==> src/hdl/queue_pair_work_request_engine_assert.svh <==
// ---------------------------------------------------------------------------
// queue pair work request engine assertion macros
// the property macros below compile away when SYNTHESIS is defined
// ---------------------------------------------------------------------------
`ifndef QUEUE_PAIR_WORK_REQUEST_ENGINE_ASSERT_SVH
`define QUEUE_PAIR_WORK_REQUEST_ENGINE_ASSERT_SVH
`ifndef SYNTHESIS
`define QPWRE_ASSERT(lbl, prop) \
  lbl: assert property (@(posedge clk_i) disable iff (!rst_ni) prop) \
    else $error("qpwre: property failed");
`define QPWRE_NEVER(lbl, cond) \
  lbl: assert property (@(posedge clk_i) disable iff (!rst_ni) !(cond)) \
    else $error("qpwre: forbidden condition seen");
`else
`define QPWRE_ASSERT(lbl, prop)
`define QPWRE_NEVER(lbl, cond)
`endif
`endif

==> src/hdl/qpwre_ram.sv <==
// ---------------------------------------------------------------------------
// qpwre_ram
// simple dual port storage, one write and one registered read per cycle
// ---------------------------------------------------------------------------
module qpwre_ram #(
  parameter int WIDTH = 8,
  parameter int DEPTH = 16,
  parameter int AW    = (DEPTH > 1) ? $clog2(DEPTH) : 1
) (
  input  logic             clk_i,
  input  logic             we_i,
  input  logic [AW-1:0]    waddr_i,
  input  logic [WIDTH-1:0] wdata_i,
  input  logic             re_i,
  input  logic [AW-1:0]    raddr_i,
  output logic [WIDTH-1:0] rdata_o
);

  logic [WIDTH-1:0] mem [DEPTH];
  logic [WIDTH-1:0] rdata_q;

  always_ff @(posedge clk_i) begin
    if (we_i) begin
      mem[waddr_i] <= wdata_i;
    end
  end

  always_ff @(posedge clk_i) begin
    if (re_i) begin
      rdata_q <= mem[raddr_i];
    end
  end

  assign rdata_o = rdata_q;

endmodule

==> config.mk <==
export PLATFORM = sky130hd
export DESIGN_NAME = qpwre_ram
export DESIGN_NICKNAME = d
export VERILOG_FILES = /design/src/hdl/queue_pair_work_request_engine_assert.svh /design/src/hdl/qpwre_ram.sv
export SDC_FILE = /design/constraint.sdc
export NUM_CORES = 1
export LEC_CHECK = 0
export BUFFER_PORTS_ARGS = -buffer_cell sky130_fd_sc_hd__buf_2
export CAP_MARGIN = 5
export CORE_MARGIN = 2
export CORE_UTILIZATION = 60
export DETAILED_ROUTE_END_ITERATION = 10
export PLACE_DENSITY = 0.78
export SKIP_LAST_GASP = 1
export SLEW_MARGIN = 40
export SYNTH_ARGS = -nofsm -noshare
export SYNTH_HDL_FRONTEND = slang
export SYNTH_SLANG_ARGS = --single-unit
==> constraint.sdc <==
create_clock -name clk_i -period 3.35 [get_ports clk_i]
set_clock_uncertainty 0.1 [all_clocks]
set_input_delay 0.1675 -clock clk_i [delete_from_list [all_inputs] [get_ports clk_i]]
set_output_delay 0.1675 -clock clk_i [all_outputs]
set_load 0.01 [all_outputs]
After elaboration in Yosys (flattened, before gate mapping). Memory sizes are Yosys's and may differ from the RTL's. A register that Yosys moved wholly into a read port is not among the register bits. Cells that the tools add are included.

Memories: 1. Word-level logic and storage cells: 3. Register bits: 0. Memory bits (writable): 128. Output and inout port bits: 8. Input bits: 19.

Multiplexer cells: 2.

Memory list: mem (words 16, bits a word 8, rd ports 1, clocked after memory_dff 1, wr ports 1, line qpwre_ram.sv:19) `logic [WIDTH-1:0] mem [DEPTH];`.

Operators with widths (count): $mux 1 (2).

Longest topological paths before layout. Gate-level depths: netlist of run 1.

Depth after elaboration: 2. Gate-level depth with buffers: 5. Depth with buffers taken out: 3.

Least setup slack after synthesis of run 1. OpenSTA, ideal clock, no wires.

Path kind: in2reg. Start point: input waddr_i[2]. End point: memory mem[0][0] (enable). Arrival time: 1.277 ns. Required time: 2.867 ns. Buffers on the path: 0. Path slack: 1.590 ns. Library setup time: 0.383 ns. Cell stages on the path: 2. Cell sequence: or3b_2 -> nor3_1.

RTL lines: from (decl) (line qpwre_ram.sv:12) `input logic [AW-1:0] waddr_i,`; to (decl) (line qpwre_ram.sv:19).

No word-level cell before the write port.

==> metrics.csv, run 1 <==
stage,metric,value,unit
logic_synthesis,avgSynthCellArea,22.8,sq um
logic_synthesis,syn_nets,248,
global_route,antenna_found_initial,0,
global_route,grt.busiest_layer,met2,
clock_tree,cts_buffers,17,
placed_design,io_buffers,26,
min_path,hold_path.class,input port to flop,
worst_setup_path,crit_path_max_fanout,12,
drt,drc_errors,0,
timing,fin_setup_tns,0,ps
clock_tree,clockRootBuffer,clkbuf_8,
worst_setup_path,crit_chain,buf_2 -> buf_4 -> mux4_1 -> a22oi_1 -> nand2_1,
final_layout,stdcell_count,400,
min_path,worstHoldPathCells,3,
timing,hold_ws,123,ps
timing,finalCritPeriodShare,0.493,
global_route,grt_pass1_wl,15600,um
clock_tree,cts.path.max_buffers,2,
global_route,grtUsageTotal,0.238,
global_route,use_met3,0.0619,
final_layout,layout-area-overhead-vs-synth,16.4,%
floorplanning,num_io_pins,27,
global_route,grt_max_degree,33,
pwr,power_frac_comb,0.048,
global_route,grt_use_met2,0.392,
floorplanning,fp.dieW,97.3,um
pwr,internal_power,2.96,mW
worst_setup_path,critical_path_class,input port to flop,
placed_design,gp_congestion,0.757,
worst_setup_path,cp_num_cells,5,
final_layout,drive_gt1_frac,0.291,
logic_synthesis,yosys_warnings,0,
pwr,clockPowerShare,0.436,
global_route,grt_pass1_vias,2622,
drt,via_count,2512,
worst_setup_path,timing.rr.start,mem[9][5],
drt,via_per_inst,6.28,
worst_setup_path,crit-reg2reg-capture,rdata_o[5],
clock_tree,cts_sinks,136,
floorplanning,dieArea,9480,sq um
placed_design,dp_hpwl,6050,um
pwr,pwr-share-seq,0.516,
pwr,vdd_ir_drop_max,0.452,mV
logic_synthesis,yosysUniqueCellTypes,18,
worst_setup_path,rrSetupSlack,1720,ps
pwr,leakagePower,2.03,nW
worst_setup_path,max_stage_delay,600,ps
min_path,min_to,mem[12][7],
clock_tree,h-tree-depth,4,
logic_synthesis,syn_area,5230,sq um
pwr,power_switching,777,uW
drt,ant_nets,0,
floorplanning,die_h,97.3,um
min_path,hp-start,waddr_i[0],
worst_setup_path,critPathCaptureType,flop,
timing,hold_viol_final,0,
timing,finalSetupViolations,0,
pwr,power_switching_share,0.208,
worst_setup_path,crit_required,3500,ps
drt,first_iter_violations,235,
worst_setup_path,cp.arrival,1800,ps
worst_setup_path,path_delay_family,buffers and inverters,
logic_synthesis,yosysSeqAreaShare,0.781,
timing,rsz0062_at_grt,false,
logic_synthesis,ys_ff_latch,136,
placed_design,dp.cells,359,
drt,firstDrtPassIters,4,
final_layout,antennaDiodeCount,0,
worst_setup_path,rr_worst_depth,3,
timing,clock.fmax,605,MHz
clock_tree,cts_resized,0,
floorplanning,start_util,0.608,
drt,routed_wl,10300,um
status,status,finished clean,
logic_synthesis,synth_cells,229,
global_route,grt-ovfl-total,0,
floorplanning,fp.coreArea,8590,sq um
timing,relSlewSlack,0.434,
timing,maxSlewViolCount,0,
timing,tightest_slew,845,ps
global_route,use_met1,0.307,
clock_tree,clkLatencyLatePin,510,ps
drt,wire_per_inst,25.7,um
worst_setup_path,crit_buf_inv,2,
floorplanning,row_count,34,
timing,min_period,1650,ps
pwr,power_density,615,nW/um^2
clock_tree,clkTransAtPathRegs,60,ps
clock_tree,cts_tree,yes,
worst_setup_path,worst_setup_path_start_kind,input port,
worst_setup_path,slowest_stage,mux4_1,
run,maxCapViolations,0,
final_layout,final_nets,298,
==> worst register-to-register path: cells and delay by family (launching register included) <==
kind            cells  cell delay, ps
compound gates      1             240
flops               1             380
mux                 1             530
simple gates        1             120
==> layout by cell type, fill, tap and decap left out, drive strengths merged, types with 2 or more instances in the layout <==
master         n
a22oi         16
buf           32
clkbuf        18
clkinv        10
clkinvlp       3
dlygate4sd3    9
edfxtp       136
mux4          32
nand2          9
nand2b         2
nand3b         2
nor2          13
nor3           4
==> layer usage <==
metal / part of all wire / vias up
li1: - / 1084
met1: 0.41 / 1313
met2: 0.52 / 103
met3: 0.061 / 12
met4: 0.015 / 0
met5: 0 / -
==> worst max path at each step <==
stage                           from          to  slack, ps
after floorplan           waddr_i[2]   mem[0][0]       1590
after global placement    raddr_i[0]  rdata_o[4]       1180
after detailed placement  raddr_i[0]  rdata_o[5]       1160
after CTS                 raddr_i[0]  rdata_o[5]       1670
after global routing      raddr_i[0]  rdata_o[5]       1610
final                     raddr_i[0]  rdata_o[5]       1700
==> synth_stat cells (all sizes together) <==
cell,instances,share of area
nand2b,2,0.0024
nand3b,2,0.0029
nor2,13,0.0093
nand3,1,0.00096
clkdlybuf4s25,3,0.0057
and2,1,0.0012
mux4,32,0.15
nor3,4,0.0038
edfxtp,136,0.78
or3b,1,0.0017
and2b,1,0.0014
nor2b,1,0.0012
buf,7,0.011
nand2,9,0.0065
a22oi,16,0.023
==> power groups by stage <==
stage	Sequential, mW	Combinational [mW]	Clock [mW]
3_5_place_dp	1.96	0.170	0
5_1_grt	1.93	0.194	1.71
3_3_place_gp	1.96	0.164	0
4_1_cts	1.93	0.180	1.64
6_report	1.93	0.180	1.63
2_1_floorplan	1.96	0.0967	0
==> area by class of cell <==
type / instances / area (sq um)
flip-flops and latches: 136 / 4080
repair buffers: 41 / 265
multi-input cells: 83 / 1070
clock inverters: 14 / 110
clock buffers: 18 / 418
well taps: 108 / 135
fillers: 493 / 2510
==> what timing repair did <==
action,CTS,global route
setup buffers,0,0
hold buffers,9,0
endpoints found under the hold margin,136,0
==> logic make-up (layout without fill, tap and decap cells) <==
| logic type | count (synthesis) | after routing | share of synthesized area |
|---|---|---|---|
| mux | 32 | 32 | 0.148 |
| simple gates | 35 | 35 | 0.0314 |
| flops | 136 | 136 | 0.781 |
| buf+inv | 10 | 73 | 0.0165 |
| compound gates | 16 | 16 | 0.0230 |
==> sequential cells by signal (all words and copies together) (netlist names) <==
signal   count
mem        128
rdata_o      8
==> per-stage QoR <==
step           power [mW]   util  setup slack [ps]  instance area (sq um)
2_1_floorplan        2.06      -              1590                   5230
3_3_place_gp         2.13  0.634              1180                   5450
3_5_place_dp         2.13  0.635              1160                   5450
4_1_cts              3.75  0.707              1670                   6070
5_1_grt              3.84  0.708              1610                   6080
6_report             3.74  0.708              1700                   6080
No activity file was read; power rests on OpenSTA's default activity.
==> run 2: changes to the inputs <==
--- a/config.mk
+++ b/config.mk
@@ -8,9 +8,9 @@
 export BUFFER_PORTS_ARGS = -buffer_cell sky130_fd_sc_hd__buf_2
 export CAP_MARGIN = 5
 export CORE_MARGIN = 2
-export CORE_UTILIZATION = 60
+export CORE_UTILIZATION = 54
 export DETAILED_ROUTE_END_ITERATION = 10
-export PLACE_DENSITY = 0.78
+export PLACE_DENSITY = 0.74
 export SKIP_LAST_GASP = 1
 export SLEW_MARGIN = 40
 export SYNTH_ARGS = -nofsm -noshare
==> constraint.sdc (replaced) <==
create_clock -name clk_i -period 1.5 [get_ports clk_i]
set_clock_uncertainty 0.1 [all_clocks]
set_input_delay 0.075 -clock clk_i [delete_from_list [all_inputs] [get_ports clk_i]]
set_output_delay 0.075 -clock clk_i [all_outputs]
set_load 0.01 [all_outputs]
==> run 2 against run 1 <==
Against the previous run:
- the flow now finishes with violations (negative setup slack)
- sequential cell count unchanged
- worst hold slack got worse by 43 ps
- design area increased by 4.0%
- core utilization decreased by 3.0 points
- sequential share of layout area decreased by 2.6 points
- largest power group unchanged
==> metrics.csv, run 2 (synthesized netlist as in run 1, its figures left out) <==
stage,metric,value,unit
pwr,power_switching_share,0.216,
placed_design,io_buffers,26,
timing,tightest_slew,765,ps
placed_design,placed_area,5660,sq um
global_route,grtUsageTotal,0.213,
final_layout,stdcell_count,441,
clock_tree,cts_sinks,136,
global_route,antenna_found_initial,0,
timing,finalCritPeriodShare,1.02,
timing,finalSetupViolations,4,
drt,wl_met2,4970,um
final_layout,final_cell_mix,"136 x edfxtp_1, 28 x mux4_2, 26 x buf_2, 21 x buf_4, 16 x clkbuf_16",
worst_setup_path,crit_path_max_fanout,1,
final_layout,final_nets,318,
worst_setup_path,cp.arrival,1700,ps
pwr,pwr-share-seq,0.503,
worst_setup_path,worst_setup_path_start_kind,flop,
global_route,grt_pass1_vias,2617,
final_layout,drive_gt1_frac,0.385,
pwr,power_density,1350,nW/um^2
clock_tree,cts_tree,yes,
timing,rsz0062_at_grt,true,
final_layout,final.fill_count,591,
clock_tree,clockRootBuffer,clkbuf_8,
placed_design,dp.cells,398,
clock_tree,cts.path.max_buffers,2,
pwr,p_total,8.57,mW
pwr,power_frac_comb,0.052,
clock_tree,h-tree-depth,4,
worst_setup_path,critPathCaptureType,flop,
min_path,hold_path.class,input port to flop,
pwr,power_switching,1.85,mW
final_layout,mostFrequentLayoutCell,edfxtp_1,
pwr,leakagePower,2.12,nW
clock_tree,clkLatencyLatePin,520,ps
floorplanning,row_count,35,
clock_tree,cts_buffers,17,
drt,via_per_inst,5.78,
global_route,grt_pass1_wl,15300,um
final_layout,largest_reg_flops,128,
pwr,internal_power,6.72,mW
worst_setup_path,crit_required,1660,ps
floorplanning,die_h,102,um
timing,relSlewSlack,0.489,
drt,wire_per_inst,22.4,um
floorplanning,start_util,0.560,
timing,min_period,1540,ps
drt,drc_errors,0,
final_layout,antennaDiodeCount,0,
status,status,"finished, violations left",
floorplanning,fp.dieW,102,um
floorplanning,num_io_pins,27,
timing,hold_viol_final,0,
final_layout,regMostFlops,mem,
drt,firstDrtPassIters,4,
final_layout,fin_area,6330,sq um
drt,route.top_layer_used,met4,
worst_setup_path,crit_start,mem[3][6],
pwr,clockPowerShare,0.445,
timing,clock.fmax,651,MHz
timing,maxSlewViolCount,0,
placed_design,gp_congestion,0.766,
floorplanning,fp.coreArea,9330,sq um
min_path,hp-start,raddr_i[1],
placed_design,dp_hpwl,6210,um
clock_tree,cts_setup_buffers,0,
final_layout,layout-area-overhead-vs-synth,21.0,%
status,violations,negative setup slack,
final_layout,fin_util,0.678,
drt,routed_wl,9880,um
clock_tree,clkTransAtPathRegs,60,ps
global_route,grt-ovfl-total,0,
drt,first_iter_violations,244,
worst_setup_path,timing.rr.start,mem[3][6],
timing,fin_ws,-36.4,ps
drt,ant_nets,0,
run,maxCapViolations,0,
drt,met1_length,4070,um
drt,met3_length,710,um
floorplanning,dieArea,10500,sq um
worst_setup_path,critical_path_class,flop to flop,
pwr,vdd_ir_drop_max,0.882,mV
drt,via_count,2550,
global_route,grt_max_degree,17,
run 2: path summary, 6_finish.rpt:
check / endpoint / slack, ps / cells past startpoint
setup / recovery: rdata_o[6] / -40 / 3
hold / removal: rdata_o[4] / 80 / 4
setup reg to reg: rdata_o[6] / -40 / 3
hold reg to reg: rdata_o[0] / 660 / 3
run 2: timing repair:
| action | in CTS | in global routing |
|---|---|---|
| pin swaps | 7 | 1 |
| setup endpoints to repair | 8 | 8 |
| resized for setup | 15 | 3 |
| hold buffers | 11 | 0 |
| hold endpoints to repair | 160 | 0 |
run 2: through the flow:
| stage | setup TNS [ps] | setup slack [ps] | hold slack, ps |
|---|---|---|---|
| final | -73.8 | -36.4 | 80.2 |
| after global routing | -362 | -99.7 | 72.1 |
| after CTS | -98.7 | -55.4 | 60.0 |
| after detailed placement | -1800 | -258 | 358 |
| after global placement | -1660 | -233 | 359 |
| after floorplan | 0 | 42.6 | 73.9 |
run 2: critical path, stage by stage, from the launching register on:
cell,delay (ps)
edfxtp_1,380
mux4_2,510
a22oi_2,210
nand2_1,100
run 2: layer usage:
layer	track usage	vias to the layer above
met5	0	-
met4	0.0831	0
met3	0.0609	10
met2	0.326	114
met1	0.297	1305
li1	-	1121
run 2: area by class of cell:
class | count | area [sq um] | area share
flip-flops and latches | 136 | 4080 | 0.645
repair buffers | 61 | 458 | 0.0724
clock buffers | 17 | 414 | 0.0655
multi-input cells | 83 | 1070 | 0.169
clock inverters | 15 | 143 | 0.0225
well taps | 129 | 161 | 0.0255
run 2: power groups by stage:
| stage | clock (mW) | sequential [mW] | combinational (mW) |
|---|---|---|---|
| floorplan | 0 | 4.39 | 0.216 |
| global placement | 0 | 4.38 | 0.395 |
| detailed placement | 0 | 4.39 | 0.407 |
| CTS | 3.87 | 4.31 | 0.453 |
| global route | 4.04 | 4.31 | 0.488 |
| finish | 3.81 | 4.31 | 0.449 |
